**config.mk**
```make
export PLATFORM = sky130hd
export DESIGN_NAME = line_sensor_color_debounce
export DESIGN_NICKNAME = d
export VERILOG_FILES = /design/src/lscd_pkg.sv /design/src/lscd_front.sv /design/src/lscd_queue.sv /design/src/lscd_back.sv /design/src/line_sensor_color_debounce.sv
export VERILOG_INCLUDE_DIRS = /design/src /design/src/src
export SDC_FILE = /design/constraint.sdc
export NUM_CORES = 1
export LEC_CHECK = 0
export BUFFER_PORTS_ARGS = -buffer_cell sky130_fd_sc_hd__buf_2
export CAP_MARGIN = 10
export CORE_MARGIN = 10
export CORE_UTILIZATION = 50
export DETAILED_ROUTE_END_ITERATION = 8
export PLACE_DENSITY = 0.68
export SYNTH_ARGS = -nofsm -noshare
export SYNTH_HDL_FRONTEND = slang
export SYNTH_SLANG_ARGS = --single-unit
```
**constraint.sdc**
```tcl
create_clock -name i_clk -period 5.08 [get_ports i_clk]
set_input_delay 0.508 -clock i_clk [delete_from_list [all_inputs] [get_ports i_clk]]
set_output_delay 0.508 -clock i_clk [all_outputs]
set_load 0.01 [all_outputs]
```
**src/line_sensor_color_debounce_assert.svh**
```systemverilog
// ----------------------------------------------------------------------------
// Line sensor color debounce: assertion macros
// Shared property forms for the checks at the end of the top level.
// ----------------------------------------------------------------------------
`ifndef LINE_SENSOR_COLOR_DEBOUNCE_ASSERT_SVH
`define LINE_SENSOR_COLOR_DEBOUNCE_ASSERT_SVH

// An implication that is checked only outside of reset.
`define LSCD_ASSERT_IMPL(label, ante, cons) \
    label: assert property (@(posedge i_clk) disable iff (!i_rst_n) (ante) |-> (cons)) \
        else $error("line_sensor_color_debounce: check failed");

// A condition that must hold on the first edge after reset is released.
`define LSCD_ASSERT_AFTER_RESET(label, cons) \
    label: assert property (@(posedge i_clk) (i_rst_n && $past(!i_rst_n)) |-> (cons)) \
        else $error("line_sensor_color_debounce: state after reset is wrong");

`endif

```
**src/lscd_pkg.sv**
```systemverilog
// ----------------------------------------------------------------------------
// Line sensor colour debounce: package
// Widths, colour codes, register indexes, reset values and the zone
// classification functions shared by the block's modules.
// ----------------------------------------------------------------------------
package lscd_pkg;

    localparam int SENSOR_W     = 16;
    localparam int COLOUR_W     = 3;
    localparam int SETTLE_W     = 8;
    localparam int CFG_INDEX_W  = 3;
    localparam int CFG_DATA_W   = 32;
    localparam int WINDOW_COUNT = 4;
    localparam int QUEUE_DEPTH  = 2;

    typedef logic [COLOUR_W-1:0] t_colour;
    typedef logic [SENSOR_W-1:0] t_level;
    typedef logic [SETTLE_W-1:0] t_count;

    // Colour codes.
    localparam t_colour COLOUR_BLACK   = 3'd0;
    localparam t_colour COLOUR_GREY    = 3'd1;
    localparam t_colour COLOUR_GREEN   = 3'd2;
    localparam t_colour COLOUR_BROWN   = 3'd3;
    localparam t_colour COLOUR_UNKNOWN = 3'd4;

    // Configuration register indexes.
    localparam logic [CFG_INDEX_W-1:0] CFG_WINDOW_BLACK = 3'd0;
    localparam logic [CFG_INDEX_W-1:0] CFG_WINDOW_GREY  = 3'd1;
    localparam logic [CFG_INDEX_W-1:0] CFG_WINDOW_GREEN = 3'd2;
    localparam logic [CFG_INDEX_W-1:0] CFG_WINDOW_BROWN = 3'd3;
    localparam logic [CFG_INDEX_W-1:0] CFG_SETTLE_COUNT = 3'd4;

    // A colour window: maximum in the upper half, minimum in the lower half.
    typedef struct packed {
        t_level hi;
        t_level lo;
    } t_window;

    typedef t_window [WINDOW_COUNT-1:0] t_window_set;

    // Reset values. The grey window is empty on purpose (minimum above maximum).
    localparam t_window WINDOW_BLACK_RST = '{hi: 16'd910, lo: 16'd750};
    localparam t_window WINDOW_GREY_RST  = '{hi: 16'd990, lo: 16'd995};
    localparam t_window WINDOW_GREEN_RST = '{hi: 16'd430, lo: 16'd130};
    localparam t_window WINDOW_BROWN_RST = '{hi: 16'd120, lo: 16'd70};
    localparam t_count  SETTLE_RST       = 8'd8;
    localparam t_count  COUNT_MAX        = 8'd255;

    // Classified zones of one frame, as held in the queue.
    typedef struct packed {
        t_colour left;
        t_colour middle;
        t_colour right;
    } t_zone;

    // Queue fill status as seen by the front and back parts.
    typedef struct packed {
        logic full;
        logic empty;
    } t_q_status;

    // Floor of the mean of two readings.
    function automatic t_level zone_average(input t_level a, input t_level b);
        logic [SENSOR_W:0] sum;
        sum = {1'b0, a} + {1'b0, b};
        return sum[SENSOR_W:1];
    endfunction

    // The lowest numbered window that holds the level wins; none gives unknown.
    function automatic t_colour classify(input t_level level, input t_window_set windows);
        t_colour colour;
        colour = COLOUR_UNKNOWN;
        for (int k = WINDOW_COUNT - 1; k >= 0; k--) begin
            if (level >= windows[k].lo && level <= windows[k].hi) begin
                colour = t_colour'(k);
            end
        end
        return colour;
    endfunction

endpackage

```
**src/lscd_front.sv**
```systemverilog
// ----------------------------------------------------------------------------
// Line sensor colour debounce: front part
// Accepts sensor frames, forms the three zone levels and classifies each
// against the colour windows, then pushes the result into the queue.
// ----------------------------------------------------------------------------
module lscd_front (
    input  logic                 i_in_valid,
    input  lscd_pkg::t_level     i_sensor_a,
    input  lscd_pkg::t_level     i_sensor_b,
    input  lscd_pkg::t_level     i_sensor_c,
    input  lscd_pkg::t_level     i_sensor_d,
    input  lscd_pkg::t_level     i_sensor_e,
    input  lscd_pkg::t_window_set i_windows,
    input  lscd_pkg::t_q_status  i_status,
    output logic                 o_in_stall,
    output logic                 o_push,
    output lscd_pkg::t_zone      o_push_data
);
    import lscd_pkg::*;

    t_level left_level;
    t_level right_level;

    // A frame is taken whenever the queue has room.
    assign o_in_stall = i_status.full;
    assign o_push     = i_in_valid && !i_status.full;

    // Zone levels: outer pairs are averaged, the middle sensor stands alone.
    assign left_level  = zone_average(i_sensor_a, i_sensor_b);
    assign right_level = zone_average(i_sensor_d, i_sensor_e);

    // Window classification of all three zones.
    always_comb begin
        o_push_data.left   = classify(left_level, i_windows);
        o_push_data.middle = classify(i_sensor_c, i_windows);
        o_push_data.right  = classify(right_level, i_windows);
    end

endmodule

```
**src/lscd_queue.sv**
```systemverilog
// ----------------------------------------------------------------------------
// Line sensor colour debounce: decoupling queue
// A small circular buffer of classified frames between the front and back
// parts, so that each side can stall on its own.
// ----------------------------------------------------------------------------
module lscd_queue #(
    parameter int DEPTH = lscd_pkg::QUEUE_DEPTH
) (
    input  logic                i_clk,
    input  logic                i_rst_n,
    input  logic                i_push,
    input  lscd_pkg::t_zone     i_push_data,
    input  logic                i_pop,
    output lscd_pkg::t_zone     o_head,
    output lscd_pkg::t_q_status o_status
);
    import lscd_pkg::*;

    localparam int PTR_W = $clog2(DEPTH);
    localparam int CNT_W = $clog2(DEPTH + 1);
    localparam logic [PTR_W-1:0] PTR_LAST = PTR_W'(DEPTH - 1);
    localparam logic [CNT_W-1:0] CNT_FULL = CNT_W'(DEPTH);

    t_zone            r_mem [DEPTH];
    logic [PTR_W-1:0] r_wr_ptr, n_wr_ptr;
    logic [PTR_W-1:0] r_rd_ptr, n_rd_ptr;
    logic [CNT_W-1:0] r_count, n_count;

    assign o_head         = r_mem[r_rd_ptr];
    assign o_status.full  = (r_count == CNT_FULL);
    assign o_status.empty = (r_count == '0);

    // Pointer and fill count updates; push and pop may happen together.
    always_comb begin
        n_wr_ptr = r_wr_ptr;
        n_rd_ptr = r_rd_ptr;
        n_count  = r_count;
        if (i_push) begin
            n_wr_ptr = (r_wr_ptr == PTR_LAST) ? '0 : r_wr_ptr + 1'b1;
        end
        if (i_pop) begin
            n_rd_ptr = (r_rd_ptr == PTR_LAST) ? '0 : r_rd_ptr + 1'b1;
        end
        if (i_push && !i_pop) begin
            n_count = r_count + 1'b1;
        end else if (i_pop && !i_push) begin
            n_count = r_count - 1'b1;
        end
    end

    always_ff @(posedge i_clk) begin
        if (!i_rst_n) begin
            r_wr_ptr <= '0;
            r_rd_ptr <= '0;
            r_count  <= '0;
        end else begin
            r_wr_ptr <= n_wr_ptr;
            r_rd_ptr <= n_rd_ptr;
            r_count  <= n_count;
        end
    end

    // Entry storage needs no reset.
    always_ff @(posedge i_clk) begin
        if (i_push) begin
            r_mem[r_wr_ptr] <= i_push_data;
        end
    end

endmodule

```
**src/lscd_back.sv**
```systemverilog
// ----------------------------------------------------------------------------
// Line sensor colour debounce: back part
// Takes classified frames from the queue in order, runs the repeat-count
// debounce on the middle colour and holds the result for the output side.
// ----------------------------------------------------------------------------
module lscd_back (
    input  logic                i_clk,
    input  logic                i_rst_n,
    input  lscd_pkg::t_q_status i_status,
    input  lscd_pkg::t_zone     i_head,
    input  lscd_pkg::t_count    i_settle_count,
    input  logic                i_out_stall,
    output logic                o_pop,
    output logic                o_out_valid,
    output lscd_pkg::t_colour   o_left_colour,
    output lscd_pkg::t_colour   o_middle_colour,
    output lscd_pkg::t_colour   o_right_colour,
    output lscd_pkg::t_colour   o_settled_colour
);
    import lscd_pkg::*;

    logic    r_out_valid, n_out_valid;
    t_zone   r_out;
    t_colour r_stable, n_stable;
    t_colour r_candidate, n_candidate;
    t_count  r_count, n_count;
    t_count  count_inc;

    // The output register is free when empty or when its transfer happens now.
    assign o_pop = !i_status.empty && (!r_out_valid || !i_out_stall);

    // Saturating repeat count.
    assign count_inc = (r_count == COUNT_MAX) ? COUNT_MAX : r_count + 1'b1;

    // Debounce update for the frame taken from the queue.
    always_comb begin
        n_stable    = r_stable;
        n_candidate = r_candidate;
        n_count     = r_count;
        n_out_valid = r_out_valid;
        if (o_pop) begin
            n_out_valid = 1'b1;
            if (i_head.middle == r_candidate) begin
                n_count = count_inc;
                if (count_inc >= i_settle_count) begin
                    n_stable = i_head.middle;
                end
            end else begin
                n_candidate = i_head.middle;
                n_count     = t_count'(1);
            end
        end else if (!i_out_stall) begin
            n_out_valid = 1'b0;
        end
    end

    always_ff @(posedge i_clk) begin
        if (!i_rst_n) begin
            r_out_valid <= 1'b0;
            r_stable    <= COLOUR_UNKNOWN;
            r_candidate <= COLOUR_UNKNOWN;
            r_count     <= '0;
        end else begin
            r_out_valid <= n_out_valid;
            r_stable    <= n_stable;
            r_candidate <= n_candidate;
            r_count     <= n_count;
        end
    end

    // Zone colours of the held result.
    always_ff @(posedge i_clk) begin
        if (o_pop) begin
            r_out <= i_head;
        end
    end

    // The stable colour changes only together with a new result.
    assign o_out_valid      = r_out_valid;
    assign o_left_colour    = r_out.left;
    assign o_middle_colour  = r_out.middle;
    assign o_right_colour   = r_out.right;
    assign o_settled_colour = r_stable;

endmodule

```
**src/line_sensor_color_debounce.sv**
```systemverilog
// ----------------------------------------------------------------------------
// Line sensor color debounce: top level
// Classifies the left, middle and right zones of a five-sensor frame into
// colors and debounces the middle color.
// ----------------------------------------------------------------------------
// The block takes one sensor frame per clock cycle while the queue has room,
// and returns one result per frame, in order. The front part classifies each
// transferred frame into a queue of QUEUE_DEPTH entries, and the back part
// moves it from the queue through the debounce into the output register. The
// output register and the queue together let the input keep transferring
// while a result is stalled; the input stalls only once the queue is full, so
// up to QUEUE_DEPTH + 1 frames can be held. The user must write the color
// windows and the settle count through the configuration port only while no
// frame is in flight; the block itself does not enforce this.
// ----------------------------------------------------------------------------
`include "line_sensor_color_debounce_assert.svh"

module line_sensor_color_debounce #(
    parameter int QUEUE_DEPTH = lscd_pkg::QUEUE_DEPTH
) (
    input  logic                                 i_clk,
    input  logic                                 i_rst_n,
    input  logic                                 i_cfg_we,
    input  logic [lscd_pkg::CFG_INDEX_W-1:0]     i_cfg_index,
    input  logic [lscd_pkg::CFG_DATA_W-1:0]      i_cfg_data,
    input  logic                                 i_in_valid,
    output logic                                 o_in_stall,
    input  lscd_pkg::t_level                     i_sensor_a,
    input  lscd_pkg::t_level                     i_sensor_b,
    input  lscd_pkg::t_level                     i_sensor_c,
    input  lscd_pkg::t_level                     i_sensor_d,
    input  lscd_pkg::t_level                     i_sensor_e,
    output logic                                 o_out_valid,
    input  logic                                 i_out_stall,
    output lscd_pkg::t_colour                    o_left_colour,
    output lscd_pkg::t_colour                    o_middle_colour,
    output lscd_pkg::t_colour                    o_right_colour,
    output lscd_pkg::t_colour                    o_settled_colour
);
    import lscd_pkg::*;

    t_window_set r_windows;
    t_count      r_settle;
    logic        push;
    logic        pop;
    t_zone       push_data;
    t_zone       head;
    t_q_status   q_status;
    logic        out_xfer;
    logic        colours_legal;
    logic        settled_on_mid;

    // Configuration registers; indexes beyond the list are ignored.
    always_ff @(posedge i_clk) begin
        if (!i_rst_n) begin
            r_windows[0] <= WINDOW_BLACK_RST;
            r_windows[1] <= WINDOW_GREY_RST;
            r_windows[2] <= WINDOW_GREEN_RST;
            r_windows[3] <= WINDOW_BROWN_RST;
            r_settle     <= SETTLE_RST;
        end else if (i_cfg_we) begin
            unique case (i_cfg_index)
                CFG_WINDOW_BLACK: r_windows[0] <= i_cfg_data;
                CFG_WINDOW_GREY:  r_windows[1] <= i_cfg_data;
                CFG_WINDOW_GREEN: r_windows[2] <= i_cfg_data;
                CFG_WINDOW_BROWN: r_windows[3] <= i_cfg_data;
                CFG_SETTLE_COUNT: r_settle     <= i_cfg_data[SETTLE_W-1:0];
                default: ;
            endcase
        end
    end

    // Front part: frame transfer and zone classification.
    lscd_front u_front (
        .i_in_valid  (i_in_valid),
        .i_sensor_a  (i_sensor_a),
        .i_sensor_b  (i_sensor_b),
        .i_sensor_c  (i_sensor_c),
        .i_sensor_d  (i_sensor_d),
        .i_sensor_e  (i_sensor_e),
        .i_windows   (r_windows),
        .i_status    (q_status),
        .o_in_stall  (o_in_stall),
        .o_push      (push),
        .o_push_data (push_data)
    );

    // Queue between the two parts.
    lscd_queue #(
        .DEPTH (QUEUE_DEPTH)
    ) u_queue (
        .i_clk       (i_clk),
        .i_rst_n     (i_rst_n),
        .i_push      (push),
        .i_push_data (push_data),
        .i_pop       (pop),
        .o_head      (head),
        .o_status    (q_status)
    );

    // Back part: debounce and output register.
    lscd_back u_back (
        .i_clk            (i_clk),
        .i_rst_n          (i_rst_n),
        .i_status         (q_status),
        .i_head           (head),
        .i_settle_count   (r_settle),
        .i_out_stall      (i_out_stall),
        .o_pop            (pop),
        .o_out_valid      (o_out_valid),
        .o_left_colour    (o_left_colour),
        .o_middle_colour  (o_middle_colour),
        .o_right_colour   (o_right_colour),
        .o_settled_colour (o_settled_colour)
    );

    // Terms used by the checks below.
    assign out_xfer       = o_out_valid && !i_out_stall;
    assign colours_legal  = (o_left_colour <= COLOUR_UNKNOWN) &&
                            (o_middle_colour <= COLOUR_UNKNOWN) &&
                            (o_right_colour <= COLOUR_UNKNOWN) &&
                            (o_settled_colour <= COLOUR_UNKNOWN);
    assign settled_on_mid = (o_settled_colour == o_middle_colour);

    // Both channels come out of reset empty and ready.
    `LSCD_ASSERT_AFTER_RESET(a_reset_idle, !o_out_valid && !o_in_stall)
    // Delivered colors are always legal codes.
    `LSCD_ASSERT_IMPL(a_colour_legal, o_out_valid, colours_legal)
    // Between back-to-back results the settled color only moves to the middle color.
    `LSCD_ASSERT_IMPL(a_settle, out_xfer ##1 out_xfer, $stable(o_settled_colour) || settled_on_mid)

endmodule

```
==> summary.md <==
| Metric | Value |
|---|---|
| Final setup margin | 0.5638 ns |
| Prevailing post-synth register cell | dfxtp_1 |
| Final Non-Filler Cells | 2550 |
| Starting Density | 50.42% |
| CP Max Fanout | 8 |
| Synth cell count leaders | 424 x ha_1, 283 x nand2_1, 156 x dfxtp_1 |
| Peak VDD IR | 0.2280 mV |
| Max-Cap Viols | 0 |
| Mean routed wirelength per cell | 21.37 um |
| Post-synth ARST share | 0% |
| WP data arrival | 4.69 ns |
| Yosys cell types | 70 |
| Synthesized instance count | 1951 |
| EDFF count, synth | 27 |
| Worst-path cell chain | buf_2, inv_1, fa_1, nor2b_1, o21ai_0, a21oi_1, o21a_1, o211ai_1, nand2b_1, a21oi_1, xnor2_1, ha_1, a21o_1, a21o_1, a21oi_1, nor2_1, a2111oi_0, o31ai_1, o221ai_1, a21boi_0 |
| CTS tree | yes |
| Remaining antenna violation count | 0 |
| FF-to-FF path depth | 13 |
| Die X | 203.2 um |
| WS Path Type | in -> reg |
| Setup violations, final | 0 |
| Vias in the first global route | 15388 |
| Slew at the pin closest to its max-slew limit | 1.117 ns |
| Maximum clock rate | 0.2214 GHz |
| Fin crit period | 4.516 ns |
| Root buf cell | clkbuf_16 |
| Post-synth top area share | 31.62% |
| Pre-CTS setup slack | 0.2201 ns |
| Hold_buf cts | 0 |
| DR vias/cell | 5.972 |
| Row count | 67 |
| Power share of the sequential group | 31.6% |
| Fin. max-slew vios | 0 |
| PortBufs | 133 |
| Cell Area, Synth | 16780 um^2 |
| Initial DRC Count | 1085 |
| Gr usage total | 26.09% |
| Placeable Area | 33280 um^2 |
| Crit-path most repeated cell | a21oi_1 |
| Pint | 3239 uW |
| CP peak stage delay | 0.81 ns |
| Design Power | 5368 uW |
| # diodes | 0 |
| Rel. slew slack | 25.36% |
| Logic gate share of total power | 42.9% |
| FF+latch count, synth | 183 |
| Syn_area_per_cell | 8.601 um^2 |
| Via count | 15228 |
| H-tree depth | 4 |
| Hold Slack | 0.3330 ns |
| Cell family with most CP delay | compound AO/OA/AOI/OAI gates |
| TritonCTS Buffers | 17 |
| Die Height | 203.2 um |
| Largest net degree at the start of global routing | 102 |
| Setup TNS | 0 ns |
| PwrDens | 287.9 nW/um^2 |
| Placed cells | 2518 |
| Syn Nets | 2497 |
| Clock power share | 25.5% |
| Unrepaired setup endpoints after global routing | no |
| Seq/Total Area, Yosys | 23.44% |
| CP required | 5.25 ns |
| Buffers plus inverters on the worst setup path | 2 |
| Type of origin of the critical path | input pin |
| Routed wire length | 54480 um |
| Initial antenna violation count | 0 |
| Hpwl dp | 43400 um |
| Status | finished clean |
| DRC violations left | 0 |
| Synth warn | 0 |
| Final worst path period share | 88.90% |
| CTS Buffer Depth | 2 |
| Grt total ovfl | 0 |
| Drt pass-1 iters | 6 |
| Reg-to-reg startpoint | u_back.r_count[0] |
| R2r endpoint | u_back.o_settled_colour[2] |
| CP startpoint | i_sensor_d[1] |
| Worst Setup EP | u_queue.r_mem[0][0] |
| Lkg Pwr | 0.008446 uW |
| # clock sinks | 183 |
| Die area | 41290 um^2 |
| Switching power | 2129 uW |
| Top post-synthesis cells by area | ha_1 32%, dfxtp_1 19%, nand2_1 6.3%, edfxtp_1 4.8%, a21boi_0 4.3% |
| Stages on worst setup path | 20 |
| Post-CTS Resized | 0 |
| Worst-path clk slew | 0.08 ns |
| Synth area leader | ha_1 |
| Crit. End Element | flip-flop |
| Worst hold path class | in -> reg |
| Ports | 134 |
| Skew final | 0.01966 ns |
| Worst R2R Setup Slack | 1.97 ns |
| First-pass GRT wire length | 84590 um |
| Fin nets | 2635 |
| Synthesis-to-layout area growth | 11.12% |
| Switch share | 39.66% |
| Crit-path slowest cell | xnor2_1 |
| Cell with the most instances after synthesis | ha_1 |
| # Post-CTS Setup Buffers | 0 |
| Clock Latency Late Sink | 0.46 ns |
| Fraction of layout cells with a size suffix above 1 | 10.37% |
| Fin. Hold Viols | 0 |
| GP Congestion | 0.9496 |
-- metrics by stage --
step	util (%)	area, um^2
floorplan	-	16780
global placement	54.27	18060
detailed placement	54.27	18060
CTS	56.03	18650
global route	56.03	18650
finish	56.03	18650
-- tightest hold or removal path: cells and delay by family --
kind | cells | cell delay, ns
compound gates | 1 | 0.07
buf+inv | 1 | 0.09
simple gates | 1 | 0.07
-- kinds of logic (layout without fill, tap and decap cells) --
group           Yosys count  in the layout  share of synthesized area, %
simple gates            560            560                         15.70
compound gates          541            541                         21.89
fa+ha+maj               426            426                         31.85
buf+inv                 194            345                         4.526
flops                   183            183                         23.44
xor+xnor                 37             37                         1.931
mux                      10             10                        0.6636
-- how the worst min path moves through the flow --
stage | from | to | slack [ns] | cells after the start
2_1_floorplan | u_back.r_count[4] | u_back.r_count[4] | 0.44 | 2
3_3_place_gp | u_back.o_settled_colour[0] | u_back.o_settled_colour[0] | 0.44 | 2
3_5_place_dp | u_back.o_settled_colour[0] | u_back.o_settled_colour[0] | 0.45 | 2
4_1_cts | i_out_stall | u_back.o_out_valid | 0.32 | 3
5_1_grt | i_cfg_data[19] | r_windows[115] | 0.34 | 3
6_report | i_out_stall | u_back.o_out_valid | 0.33 | 3
-- sequential cells by signal, summed over array words and instances, names as in the netlist, named ones only --
signal / count
r_settle: 8
r_windows: 128
u_back.o_left_colour: 3
u_back.o_middle_colour: 3
u_back.o_out_valid: 1
u_back.o_right_colour: 3
u_back.o_settled_colour: 3
u_back.r_candidate: 3
u_back.r_count: 8
u_queue.r_count: 2
u_queue.r_mem: 18
u_queue.r_rd_ptr: 1
u_queue.r_wr_ptr: 1
-- power by group through the flow --
stage	combinational, uW	clock, uW	sequential, uW
2_1_floorplan	1490	0	1730
6_report	2300	1370	1700
5_1_grt	2580	1430	1710
3_3_place_gp	2170	0	1730
3_5_place_dp	2260	0	1730
4_1_cts	2280	1380	1700
-- per-layer routing --
layer | GRT usage (%) | part of all wire, %
met3 | 3.379 | 5.9
met5 | 0 | 0
met1 | 33.28 | 44
met2 | 44.18 | 47
met4 | 9.566 | 3.4
-- area by class of cell --
cell class / count / area [um^2]
multi-input cells: 1574 / 12100
clock inverters: 14 / 155.1
clock buffers: 18 / 429.2
well taps: 448 / 560.5
flip-flops and latches: 183 / 3934
repair buffers: 166 / 915.9
inverters: 147 / 551.8
fillers: 3111 / 14630
-- placed cells by master, fill, tap and decap left out, drive strengths merged, types with 30 or more instances in the layout --
cell	n
a21boi	100
xnor2	30
inv	154
nor2b	38
a21o	88
buf	166
nor2	51
a21oi	132
nand4	62
nand3	47
ha	424
o211ai	57
o21ai	64
nand2	283
dfxtp	156
Power figures use the tool's default switching activity.
